==> src/hw/rtl/hef_pkg.sv <==
// shared constants and types of the heat envelope follower
`default_nettype none
package hef_pkg;

  localparam int Q_W        = 16;
  localparam int ID_W       = 32;
  localparam int E_W        = 10;
  localparam int EC_W       = 8;
  localparam int SINCE_W    = 20;
  localparam int CFG_IDX_W  = 3;
  localparam int CFG_DATA_W = 20;
  localparam int DIV_N_W    = EC_W + Q_W;
  localparam int DIV_D_W    = Q_W;
  localparam int DIV_CNT_W  = 5;

  localparam logic [EC_W-1:0]    ELAPSED_CLAMP = 8'd250;
  localparam logic [Q_W-1:0]     MIN_TIME      = 16'd10;
  localparam logic [Q_W-1:0]     Q_MAX         = 16'hFFFF;
  localparam logic [SINCE_W-1:0] SINCE_MAX     = 20'hFFFFF;

  localparam logic [DIV_CNT_W-1:0] DIV_LAST = 5'(DIV_N_W - 1);

  localparam logic [CFG_IDX_W-1:0] CFG_MIN_FADE  = 3'd0;
  localparam logic [CFG_IDX_W-1:0] CFG_MAX_FADE  = 3'd1;
  localparam logic [CFG_IDX_W-1:0] CFG_SHOW_THR  = 3'd2;
  localparam logic [CFG_IDX_W-1:0] CFG_DUR_CAP   = 3'd3;
  localparam logic [CFG_IDX_W-1:0] CFG_RAMP_UP   = 3'd4;
  localparam logic [CFG_IDX_W-1:0] CFG_RAMP_DOWN = 3'd5;
  localparam logic [CFG_IDX_W-1:0] CFG_RST_SW    = 3'd6;

  localparam logic [Q_W-1:0]     RST_MIN_FADE  = 16'd2000;
  localparam logic [Q_W-1:0]     RST_MAX_FADE  = 16'd13400;
  localparam logic [Q_W-1:0]     RST_RAMP_UP   = 16'd500;
  localparam logic [Q_W-1:0]     RST_RAMP_DOWN = 16'd1000;

  typedef struct packed {
    logic               start;
    logic [DIV_N_W-1:0] dividend;
    logic [DIV_D_W-1:0] divisor;
  } div_req_t;

  typedef struct packed {
    logic               done;
    logic [DIV_N_W-1:0] quotient;
  } div_rsp_t;

endpackage
`default_nettype wire

==> src/hw/rtl/hef_if.sv <==
// item channel interfaces of the heat envelope follower
`default_nettype none
interface hef_in_if import hef_pkg::*; ();
  logic            valid;
  logic            ready;
  logic            action;
  logic [E_W-1:0]  elapsed_ms;
  logic [Q_W-1:0]  shot_heat;
  logic [ID_W-1:0] weapon_id;

  modport source (output valid, action, elapsed_ms, shot_heat, weapon_id, input ready);
  modport sink (input valid, action, elapsed_ms, shot_heat, weapon_id, output ready);
endinterface

interface hef_out_if import hef_pkg::*; ();
  logic           valid;
  logic           ready;
  logic [Q_W-1:0] heat_level;
  logic [Q_W-1:0] visible_level;
  logic           alive;

  modport source (output valid, heat_level, visible_level, alive, input ready);
  modport sink (input valid, heat_level, visible_level, alive, output ready);
endinterface
`default_nettype wire

==> src/hw/rtl/heat_envelope_follower_top.sv <==
// heat envelope follower: heat, peak and visible level sequencer
//
//  channel  | dir | handshake        | payload
//  in_ch    | in  | valid/ready      | action, elapsed_ms, shot_heat, weapon_id
//  out_ch   | out | valid/ready      | heat_level, visible_level, alive
//  cfg_*    | in  | cfg_we, no wait  | cfg_index, cfg_wdata
//
// a shot item skips the divider; a tick item makes two
// passes through the shared 24-step serial divider (fade decay, then slew step)
// in_ch.ready is high only while the sequencer is idle
// the result sits in an output register; a full register stalls the last step
// synchronous active-low reset loads register defaults, clears sequencer state
`default_nettype none
module heat_envelope_follower_top import hef_pkg::*; (
  input  wire logic                  clk,
  input  wire logic                  rst_n,
  hef_in_if.sink                     in_ch,
  hef_out_if.source                  out_ch,
  input  wire logic                  cfg_we,
  input  wire logic [CFG_IDX_W-1:0]  cfg_index,
  input  wire logic [CFG_DATA_W-1:0] cfg_wdata
);

  localparam logic [2:0] S_IDLE     = 3'd0;
  localparam logic [2:0] S_MUL      = 3'd1;
  localparam logic [2:0] S_DEC_GO   = 3'd2;
  localparam logic [2:0] S_DEC_WAIT = 3'd3;
  localparam logic [2:0] S_TGT      = 3'd4;
  localparam logic [2:0] S_STP_WAIT = 3'd5;
  localparam logic [2:0] S_DONE     = 3'd6;

  logic [Q_W-1:0]     min_fade_r, max_fade_r, show_thr_r, ramp_up_r, ramp_down_r;
  logic [SINCE_W-1:0] dur_cap_r;
  logic               rst_sw_r;

  logic [2:0]         state_r, state_nxt;
  logic [Q_W-1:0]     heat_r, heat_nxt;
  logic [Q_W-1:0]     peak_r, peak_nxt;
  logic [Q_W-1:0]     vis_r, vis_nxt;
  logic [ID_W-1:0]    last_id_r, last_id_nxt;
  logic               seen_r, seen_nxt;
  logic [SINCE_W-1:0] since_r, since_nxt;
  logic [EC_W-1:0]    e_r, e_nxt;
  logic [2*Q_W-1:0]   prod_r, prod_nxt;
  logic [Q_W-1:0]     tgt_r, tgt_nxt;
  logic               out_valid_r, out_valid_nxt;
  logic [Q_W-1:0]     out_heat_r, out_heat_nxt;
  logic [Q_W-1:0]     out_vis_r, out_vis_nxt;
  logic               out_alive_r, out_alive_nxt;

  div_req_t           dreq;
  div_rsp_t           drsp;

  logic               fade_up;
  logic [Q_W-1:0]     fade_diff, fade_raw, fade;
  logic [Q_W-1:0]     shot_base;
  logic [Q_W:0]       shot_sum;
  logic [Q_W-1:0]     shot_heat_v;
  logic [SINCE_W:0]   since_sum;
  logic [Q_W-1:0]     tgt_c, ramp_raw, ramp;
  logic [Q_W-1:0]     vis_gap;
  logic               accept;

  hef_div u_div (
    .clk  (clk),
    .rst_n(rst_n),
    .req  (dreq),
    .rsp  (drsp)
  );

  assign accept = in_ch.valid && in_ch.ready;

  assign fade_up   = max_fade_r >= min_fade_r;
  assign fade_diff = fade_up ? max_fade_r - min_fade_r : min_fade_r - max_fade_r;
  assign fade_raw  = fade_up ? min_fade_r + prod_r[2*Q_W-1:Q_W]
                             : min_fade_r - prod_r[2*Q_W-1:Q_W];
  assign fade      = (fade_raw < MIN_TIME) ? MIN_TIME : fade_raw;

  assign shot_base   = (rst_sw_r && last_id_r != '0 && last_id_r != in_ch.weapon_id)
                       ? '0 : heat_r;
  assign shot_sum    = {1'b0, shot_base} + {1'b0, in_ch.shot_heat};
  assign shot_heat_v = shot_sum[Q_W] ? Q_MAX : shot_sum[Q_W-1:0];

  assign since_sum = {1'b0, since_r} + {{(SINCE_W+1-EC_W){1'b0}}, e_r};

  always_comb begin
    tgt_c = heat_r;
    if (heat_r < show_thr_r) tgt_c = '0;
    if (dur_cap_r != '0 && seen_r && since_r > dur_cap_r) tgt_c = '0;
  end

  assign ramp_raw = (tgt_c > vis_r) ? ramp_up_r : ramp_down_r;
  assign ramp     = (ramp_raw < MIN_TIME) ? MIN_TIME : ramp_raw;
  assign vis_gap  = (vis_r < tgt_r) ? tgt_r - vis_r : vis_r - tgt_r;

  always_comb begin
    dreq.start    = 1'b0;
    dreq.dividend = {e_r, {Q_W{1'b0}}};
    dreq.divisor  = fade;
    unique case (state_r)
      S_DEC_GO: dreq.start = 1'b1;
      S_TGT: begin
        dreq.start   = 1'b1;
        dreq.divisor = ramp;
      end
      default: ;
    endcase
  end

  always_comb begin
    state_nxt     = state_r;
    heat_nxt      = heat_r;
    peak_nxt      = peak_r;
    vis_nxt       = vis_r;
    last_id_nxt   = last_id_r;
    seen_nxt      = seen_r;
    since_nxt     = since_r;
    e_nxt         = e_r;
    prod_nxt      = prod_r;
    tgt_nxt       = tgt_r;
    out_valid_nxt = out_valid_r && !out_ch.ready;
    out_heat_nxt  = out_heat_r;
    out_vis_nxt   = out_vis_r;
    out_alive_nxt = out_alive_r;
    unique case (state_r)
      S_IDLE: begin
        if (accept) begin
          if (in_ch.action) begin
            last_id_nxt = in_ch.weapon_id;
            heat_nxt    = shot_heat_v;
            if (shot_base != heat_r || (rst_sw_r && last_id_r != '0 &&
                                        last_id_r != in_ch.weapon_id))
              peak_nxt = shot_heat_v;
            else if (shot_heat_v > peak_r)
              peak_nxt = shot_heat_v;
            else
              peak_nxt = peak_r;
            since_nxt = '0;
            seen_nxt  = 1'b1;
            state_nxt = S_DONE;
          end else begin
            e_nxt     = (in_ch.elapsed_ms > {{(E_W-EC_W){1'b0}}, ELAPSED_CLAMP})
                        ? ELAPSED_CLAMP : in_ch.elapsed_ms[EC_W-1:0];
            state_nxt = S_MUL;
          end
        end
      end
      S_MUL: begin
        prod_nxt  = fade_diff * peak_r;
        since_nxt = since_sum[SINCE_W] ? SINCE_MAX : since_sum[SINCE_W-1:0];
        state_nxt = S_DEC_GO;
      end
      S_DEC_GO: state_nxt = S_DEC_WAIT;
      S_DEC_WAIT: begin
        if (drsp.done) begin
          heat_nxt  = ({{(DIV_N_W-Q_W){1'b0}}, heat_r} > drsp.quotient)
                      ? heat_r - drsp.quotient[Q_W-1:0] : '0;
          state_nxt = S_TGT;
        end
      end
      S_TGT: begin
        tgt_nxt   = tgt_c;
        state_nxt = S_STP_WAIT;
      end
      S_STP_WAIT: begin
        if (drsp.done) begin
          if (vis_r != tgt_r) begin
            if ({{(DIV_N_W-Q_W){1'b0}}, vis_gap} > drsp.quotient)
              vis_nxt = (vis_r < tgt_r) ? vis_r + drsp.quotient[Q_W-1:0]
                                        : vis_r - drsp.quotient[Q_W-1:0];
            else
              vis_nxt = tgt_r;
          end
          state_nxt = S_DONE;
        end
      end
      S_DONE: begin
        if (!out_valid_r || out_ch.ready) begin
          out_valid_nxt = 1'b1;
          out_heat_nxt  = heat_r;
          out_vis_nxt   = vis_r;
          out_alive_nxt = (heat_r != '0) || (vis_r != '0);
          state_nxt     = S_IDLE;
        end
      end
      default: state_nxt = S_IDLE;
    endcase
  end

  always_ff @(posedge clk) begin
    if (!rst_n) begin
      min_fade_r  <= RST_MIN_FADE;
      max_fade_r  <= RST_MAX_FADE;
      show_thr_r  <= '0;
      dur_cap_r   <= '0;
      ramp_up_r   <= RST_RAMP_UP;
      ramp_down_r <= RST_RAMP_DOWN;
      rst_sw_r    <= 1'b1;
    end else if (cfg_we) begin
      unique case (cfg_index)
        CFG_MIN_FADE:  min_fade_r  <= cfg_wdata[Q_W-1:0];
        CFG_MAX_FADE:  max_fade_r  <= cfg_wdata[Q_W-1:0];
        CFG_SHOW_THR:  show_thr_r  <= cfg_wdata[Q_W-1:0];
        CFG_DUR_CAP:   dur_cap_r   <= cfg_wdata[SINCE_W-1:0];
        CFG_RAMP_UP:   ramp_up_r   <= cfg_wdata[Q_W-1:0];
        CFG_RAMP_DOWN: ramp_down_r <= cfg_wdata[Q_W-1:0];
        CFG_RST_SW:    rst_sw_r    <= cfg_wdata[0];
        default: ;
      endcase
    end
  end

  always_ff @(posedge clk) begin
    if (!rst_n) begin
      state_r     <= S_IDLE;
      heat_r      <= '0;
      peak_r      <= '0;
      vis_r       <= '0;
      last_id_r   <= '0;
      seen_r      <= 1'b0;
      since_r     <= '0;
      out_valid_r <= 1'b0;
    end else begin
      state_r     <= state_nxt;
      heat_r      <= heat_nxt;
      peak_r      <= peak_nxt;
      vis_r       <= vis_nxt;
      last_id_r   <= last_id_nxt;
      seen_r      <= seen_nxt;
      since_r     <= since_nxt;
      out_valid_r <= out_valid_nxt;
    end
    e_r         <= e_nxt;
    prod_r      <= prod_nxt;
    tgt_r       <= tgt_nxt;
    out_heat_r  <= out_heat_nxt;
    out_vis_r   <= out_vis_nxt;
    out_alive_r <= out_alive_nxt;
  end

  assign in_ch.ready          = (state_r == S_IDLE);
  assign out_ch.valid         = out_valid_r;
  assign out_ch.heat_level    = out_heat_r;
  assign out_ch.visible_level = out_vis_r;
  assign out_ch.alive         = out_alive_r;

endmodule
`default_nettype wire

==> src/hw/rtl/hef_div.sv <==
// serial restoring divider, one quotient bit per cycle
`default_nettype none
module hef_div import hef_pkg::*; (
  input  wire logic     clk,
  input  wire logic     rst_n,
  input  wire div_req_t req,
  output div_rsp_t      rsp
);

  logic                 busy_r, busy_nxt;
  logic                 done_r, done_nxt;
  logic [DIV_CNT_W-1:0] cnt_r, cnt_nxt;
  logic [DIV_N_W-1:0]   quo_r, quo_nxt;
  logic [DIV_D_W:0]     rem_r, rem_nxt;
  logic [DIV_D_W-1:0]   dvs_r, dvs_nxt;
  logic [DIV_D_W:0]     rem_sh;
  logic                 fits;

  assign rem_sh = {rem_r[DIV_D_W-1:0], quo_r[DIV_N_W-1]};
  assign fits   = rem_sh >= {1'b0, dvs_r};

  always_comb begin
    busy_nxt = busy_r;
    done_nxt = 1'b0;
    cnt_nxt  = cnt_r;
    quo_nxt  = quo_r;
    rem_nxt  = rem_r;
    dvs_nxt  = dvs_r;
    if (req.start && !busy_r) begin
      busy_nxt = 1'b1;
      cnt_nxt  = '0;
      quo_nxt  = req.dividend;
      rem_nxt  = '0;
      dvs_nxt  = req.divisor;
    end else if (busy_r) begin
      rem_nxt = fits ? rem_sh - {1'b0, dvs_r} : rem_sh;
      quo_nxt = {quo_r[DIV_N_W-2:0], fits};
      cnt_nxt = cnt_r + 1'b1;
      if (cnt_r == DIV_LAST) begin
        busy_nxt = 1'b0;
        done_nxt = 1'b1;
      end
    end
  end

  always_ff @(posedge clk) begin
    if (!rst_n) begin
      busy_r <= 1'b0;
      done_r <= 1'b0;
      cnt_r  <= '0;
    end else begin
      busy_r <= busy_nxt;
      done_r <= done_nxt;
      cnt_r  <= cnt_nxt;
    end
    quo_r <= quo_nxt;
    rem_r <= rem_nxt;
    dvs_r <= dvs_nxt;
  end

  assign rsp.done     = done_r;
  assign rsp.quotient = quo_r;

endmodule
`default_nettype wire
==> src/flat_wrapper.sv <==
// flat-port wrapper written by rule: the top's interface ports become plain ports
module heat_envelope_follower_top_flat import hef_pkg::*;
  (clk, rst_n, cfg_we, cfg_index, cfg_wdata, in_ch_valid, in_ch_action, in_ch_elapsed_ms, in_ch_shot_heat, in_ch_weapon_id, in_ch_ready, out_ch_valid, out_ch_heat_level, out_ch_visible_level, out_ch_alive, out_ch_ready);
  hef_in_if in_ch_i ();
  hef_out_if out_ch_i ();
  input  wire logic clk;
  input  wire logic rst_n;
  input  wire logic cfg_we;
  input  wire logic [CFG_IDX_W-1:0] cfg_index;
  input  wire logic [CFG_DATA_W-1:0] cfg_wdata;
  input wire logic [$bits(in_ch_i.valid)-1:0] in_ch_valid;
  input wire logic [$bits(in_ch_i.action)-1:0] in_ch_action;
  input wire logic [$bits(in_ch_i.elapsed_ms)-1:0] in_ch_elapsed_ms;
  input wire logic [$bits(in_ch_i.shot_heat)-1:0] in_ch_shot_heat;
  input wire logic [$bits(in_ch_i.weapon_id)-1:0] in_ch_weapon_id;
  output wire logic [$bits(in_ch_i.ready)-1:0] in_ch_ready;
  output wire logic [$bits(out_ch_i.valid)-1:0] out_ch_valid;
  output wire logic [$bits(out_ch_i.heat_level)-1:0] out_ch_heat_level;
  output wire logic [$bits(out_ch_i.visible_level)-1:0] out_ch_visible_level;
  output wire logic [$bits(out_ch_i.alive)-1:0] out_ch_alive;
  input wire logic [$bits(out_ch_i.ready)-1:0] out_ch_ready;
  assign in_ch_i.valid = in_ch_valid;
  assign in_ch_i.action = in_ch_action;
  assign in_ch_i.elapsed_ms = in_ch_elapsed_ms;
  assign in_ch_i.shot_heat = in_ch_shot_heat;
  assign in_ch_i.weapon_id = in_ch_weapon_id;
  assign in_ch_ready = in_ch_i.ready;
  assign out_ch_valid = out_ch_i.valid;
  assign out_ch_heat_level = out_ch_i.heat_level;
  assign out_ch_visible_level = out_ch_i.visible_level;
  assign out_ch_alive = out_ch_i.alive;
  assign out_ch_i.ready = out_ch_ready;
  heat_envelope_follower_top u_core (.clk(clk), .rst_n(rst_n), .in_ch(in_ch_i), .out_ch(out_ch_i), .cfg_we(cfg_we), .cfg_index(cfg_index), .cfg_wdata(cfg_wdata));
endmodule
==> config.mk <==
export PLATFORM = sky130hd
export DESIGN_NAME = heat_envelope_follower_top_flat
export DESIGN_NICKNAME = d
export VERILOG_FILES = /design/src/hw/rtl/hef_pkg.sv /design/src/hw/rtl/hef_if.sv /design/src/hw/rtl/heat_envelope_follower_top.sv /design/src/hw/rtl/hef_div.sv /design/src/flat_wrapper.sv
export SDC_FILE = /design/constraint.sdc
export NUM_CORES = 2
export LEC_CHECK = 0
export ABC_AREA = 1
export CAP_MARGIN = 15
export CELL_PAD_IN_SITES_DETAIL_PLACEMENT = 2
export CELL_PAD_IN_SITES_GLOBAL_PLACEMENT = 2
export CORE_MARGIN = 1
export CORE_UTILIZATION = 43
export CTS_BUF_LIST = sky130_fd_sc_hd__clkbuf_4 sky130_fd_sc_hd__clkbuf_8
export DETAILED_ROUTE_END_ITERATION = 10
export DONT_BUFFER_PORTS = 1
export GPL_TIMING_DRIVEN = 1
export PLACE_DENSITY_LB_ADDON = 0.3
export SLEW_MARGIN = 30
export SYNTH_ARGS = -nofsm -noshare
export SYNTH_HDL_FRONTEND = slang
export SYNTH_HIERARCHICAL = 1
export SYNTH_SLANG_ARGS = --single-unit
==> constraint.sdc <==
create_clock -name clk -period 12.5 [get_ports clk]
set_clock_uncertainty 0.05 [all_clocks]
set_input_delay 1.875 -clock clk [delete_from_list [all_inputs] [get_ports clk]]
set_output_delay 1.875 -clock clk [all_outputs]
set_load 0.02 [all_outputs]
==> impl_metrics.sql <==
INSERT INTO impl_metrics (metric_group, metric, value, unit) VALUES
('outcome', 'run_status', 'finished, final reports clean', ''),
('sta', 'final_layout_worst_hold_slack', '0.4261', 'ns'),
('synth', 'synth_seq_cells', '342', ''),
('route', 'initialDrtViolationCount', '2888', ''),
('power', 'share_comb_of_total_power', '0.661', ''),
('worst_setup_path', 'setup.worst_path.start_class', 'flop', ''),
('synth', 'synth_ff_type', 'dfxtp_1', ''),
('power', 'vdd_ir_drop_max', '0.1341', 'mV'),
('power', 'power_per_cell_area', '272.8', 'nW/um^2'),
('die', 'die_wd', '275.3', 'um'),
('global_routing', 'number_of_global_route_vias_before_repair', '39150', ''),
('route', 'via_count', '34450', ''),
('worst_setup_path', 'cp.arrival', '10.26', 'ns'),
('die', 'effective_utilization_at_floorplan', '0.4373', ''),
('clocking', 'cts_sinks', '342', ''),
('synth', 'async_reset_ff_frac', '0', ''),
('placement', 'detailed_place.area', '33090', 'um^2'),
('worst_setup_path', 'setup.worst_path.class', 'reg -> reg', ''),
('final_layout', 'area_growth_syn_to_layout', '7.732', '%'),
('clocking', 'cts_hold_buffers', '0', ''),
('job', 'timing.max_cap.violations', '0', ''),
('sta', 'tns', '0', 'ns'),
('global_routing', 'grt_start_max_net_pins', '166', ''),
('power', 'internal-power', '3.994', 'mW'),
('clocking', 'clock_insertion_delay_worst_skew', '0.80', 'ns'),
('sta', 'period_share', '0.7895', ''),
('global_routing', 'grt_antenna_before_repair', '17', ''),
('route', 'remaining_drc_errors', '0', ''),
('route', 'route.detailed.wl_per_inst', '32.90', 'um'),
('worst_setup_path', 'r2r_slack', '2.63', 'ns'),
('route', 'totalWireLength', '176300', 'um'),
('worst_setup_path', 'critPathBufInv', '9', ''),
('placement', 'detail_placement_hpwl', '110900', 'um'),
('sta', 'fmax', '0.1013', 'GHz'),
('die', 'placeableCoreArea', '73450', 'um^2'),
('sta', 'period_minus_slack', '9.869', 'ns'),
('clocking', 'cts_made_buffers', '71', ''),
('die', 'chipHeight', '275.3', 'um'),
('power', 'power', '9.440', 'mW'),
('power', 'power.leakage', '16.83', 'nW'),
('final_layout', 'finalNonFillerCells', '5358', ''),
('clocking', 'cts_setup_buffers', '0', ''),
('sta', 'report.final.setup_viol', '0', ''),
('worst_setup_path', 'critPathSlowestCell', 'fa_1', ''),
('power', 'sequentialPowerShare', '0.193', ''),
('sta', 'finalMaxSlewViolations', '0', ''),
('sta', 'finalHoldViolations', '0', ''),
('sta', 'max_slew.worst_pin.slew', '0.9923', 'ns'),
('worst_setup_path', 'path_common_cell', 'inv_1', ''),
('die', 'fp.dieArea', '75800', 'um^2'),
('placement', 'placement.setup.worst_slack', '3.485', 'ns'),
('global_routing', 'overflow_left_after_global_routing', '0', ''),
('global_routing', 'grt_first_pass_wirelength', '258000', 'um'),
('synth', 'synth.distinct_cells', '61', ''),
('final_layout', 'final_core_density', '0.4711', ''),
('global_routing', 'grt.total_usage', '0.4612', ''),
('clocking', 'ctsRootBufferMaster', 'clkbuf_8', ''),
('power', 'power.net_switching', '5.446', 'mW'),
('synth', 'post_synth_inst_count', '4349', ''),
('synth', 'syn-cell-area', '32120', 'um^2'),
('route', 'ant_nets', '0', ''),
('synth', 'syn_avg_cell_area', '7.386', 'um^2'),
('die', 'pin_count', '122', ''),
('worst_setup_path', 'critical_path_peak_fanout', '26', ''),
('power', 'sw_frac_of_total', '0.5770', ''),
('worst_setup_path', 'end_kind', 'flop', ''),
('final_layout', 'design.final.nets', '4959', ''),
('worst_setup_path', 'max_stage_delay', '0.73', 'ns'),
('final_layout', 'num-fill-cells', '8439', ''),
('clocking', 'cts.reportedPaths.clkPinSlew', '0.07', 'ns'),
('placement', 'gpl.final_weighted_congestion', '0.9395', '');
-- area by class of cell --
type | count | area, um^2 | share of cell area
multi-input cells | 3197 | 21110 | 0.6099
diodes | 7 | 17.52 | 0.0005062
clock buffers | 110 | 1339 | 0.03869
clock inverters | 21 | 155.1 | 0.004483
repair buffers | 21 | 177.7 | 0.005134
flip-flops and latches | 342 | 7979 | 0.2306
inverters | 701 | 2631 | 0.07604
well taps | 959 | 1200 | 0.03467
-- kinds of logic after synthesis --
group / Yosys count / synth area share
simple gates: 1724 / 0.2218
fa+ha+maj: 538 / 0.2570
xor+xnor: 168 / 0.04604
other cells: 1 / 0.0001167
flops: 342 / 0.2484
buf+inv: 825 / 0.09761
mux: 4 / 0.001285
compound gates: 747 / 0.1278
-- cell usage in the layout, fill, tap and decap left out, types with 37 or more instances in the layout --
| cell | instances |
|---|---|
| nor2_1 | 459 |
| nor3_1 | 39 |
| nand2_1 | 946 |
| a21oi_1 | 326 |
| nand4_1 | 37 |
| dfxtp_1 | 228 |
| edfxtp_1 | 113 |
| o21ai_0 | 268 |
| ha_1 | 335 |
| nand3_1 | 142 |
| xor2_1 | 100 |
| xnor2_1 | 67 |
| clkbuf_8 | 82 |
| fa_1 | 203 |
| inv_1 | 681 |
-- flip-flops by register name, indices dropped and copies added, names as in the netlist, 5 cells and up --
name / count
u_core/out_ch.heat_level: 16
u_core/heat_r: 16
u_core/u_div/rem_r: 16
u_core/show_thr_r: 16
u_core/e_r: 8
u_core/prod_r: 16
u_core/ramp_down_r: 16
u_core/u_div/dvs_r: 16
u_core/since_r: 20
u_core/out_ch.visible_level: 16
u_core/tgt_r: 16
u_core/u_div/quo_r: 24
u_core/peak_r: 16
u_core/last_id_r: 32
u_core/max_fade_r: 16
u_core/min_fade_r: 16
u_core/ramp_up_r: 16
u_core/u_div/cnt_r: 5
u_core/vis_r: 16
u_core/dur_cap_r: 20
-- synth_stat cells (3+ instances only) --
cell type  count  area (um^2)
a211oi_1       8        60.06
a21boi_0       8        60.06
a21o_1        17        127.6
a21oi_1      326         1632
a221oi_1       7        61.31
a31oi_1       26        162.7
and2_1         3        18.77
buf_2         13        65.06
clkbuf_1     105        394.1
clkinv_1      12        45.04
dfxtp_1      229         4584
edfxtp_1     113         3393
fa_1         203         4064
ha_1         335         4192
inv_1        683         2564
inv_2          6        22.52
mux2i_1        3        30.03
nand2_1      948         3558
nand2_2        7        43.79
nand3_1      142        710.7
nand3b_1      25        187.7
nand4_1       37        231.5
nor2_1       462         1734
nor2_2         5        31.28
nor2_4         3        33.78
nor3_1        41        205.2
nor4_1        30        187.7
o2111ai_1      7        61.31
o211a_1        3        30.03
o211ai_1      28        210.2
o21a_1        15        112.6
o21ai_0      269         1346
o21ai_1        9        45.04
o21bai_1       5        37.54
o221ai_1       6        52.55
o31ai_1        4        30.03
or2_2         10        62.56
xnor2_1       67        586.8
xor2_1       100        875.8
-- power by group through the flow --
stage                     registers (mW)  logic (mW)  clock network [mW]
after detailed placement            1.80        5.34                   0
final                               1.83        6.24                1.37
after floorplan                     1.64        3.52                   0
after global placement              1.78        4.78                   0
after global routing                1.83        6.51                1.42
after CTS                           1.81        5.92                1.37
-- tightest hold or removal path, delay by kind of cell (launching register included) --
kind	cells	cell delay [ns]
AND/OR/NAND/NOR	2	0.12
flip-flops	1	0.32
-- metal layers --
layer | GRT usage | share of wire | vias to the layer above
met2 | 0.7764 | 0.47 | 2093
met5 | 0 | 0.00060 | -
met1 | 0.4724 | 0.34 | 17300
met3 | 0.1303 | 0.082 | 1086
li1 | - | - | 13960
met4 | 0.3985 | 0.099 | 16
-- final timing paths --
check | endpoint | cells after the start
worst max-delay path | u_core/prod_r[25]$_DFFE_PP_ | 34
worst min-delay path | u_core/u_div/rem_r[8]$_SDFFE_PP0P_ | 2
worst max register to register | u_core/prod_r[25]$_DFFE_PP_ | 34
worst min register to register | u_core/u_div/rem_r[8]$_SDFFE_PP0P_ | 2
(Power assumes the default switching activity.)
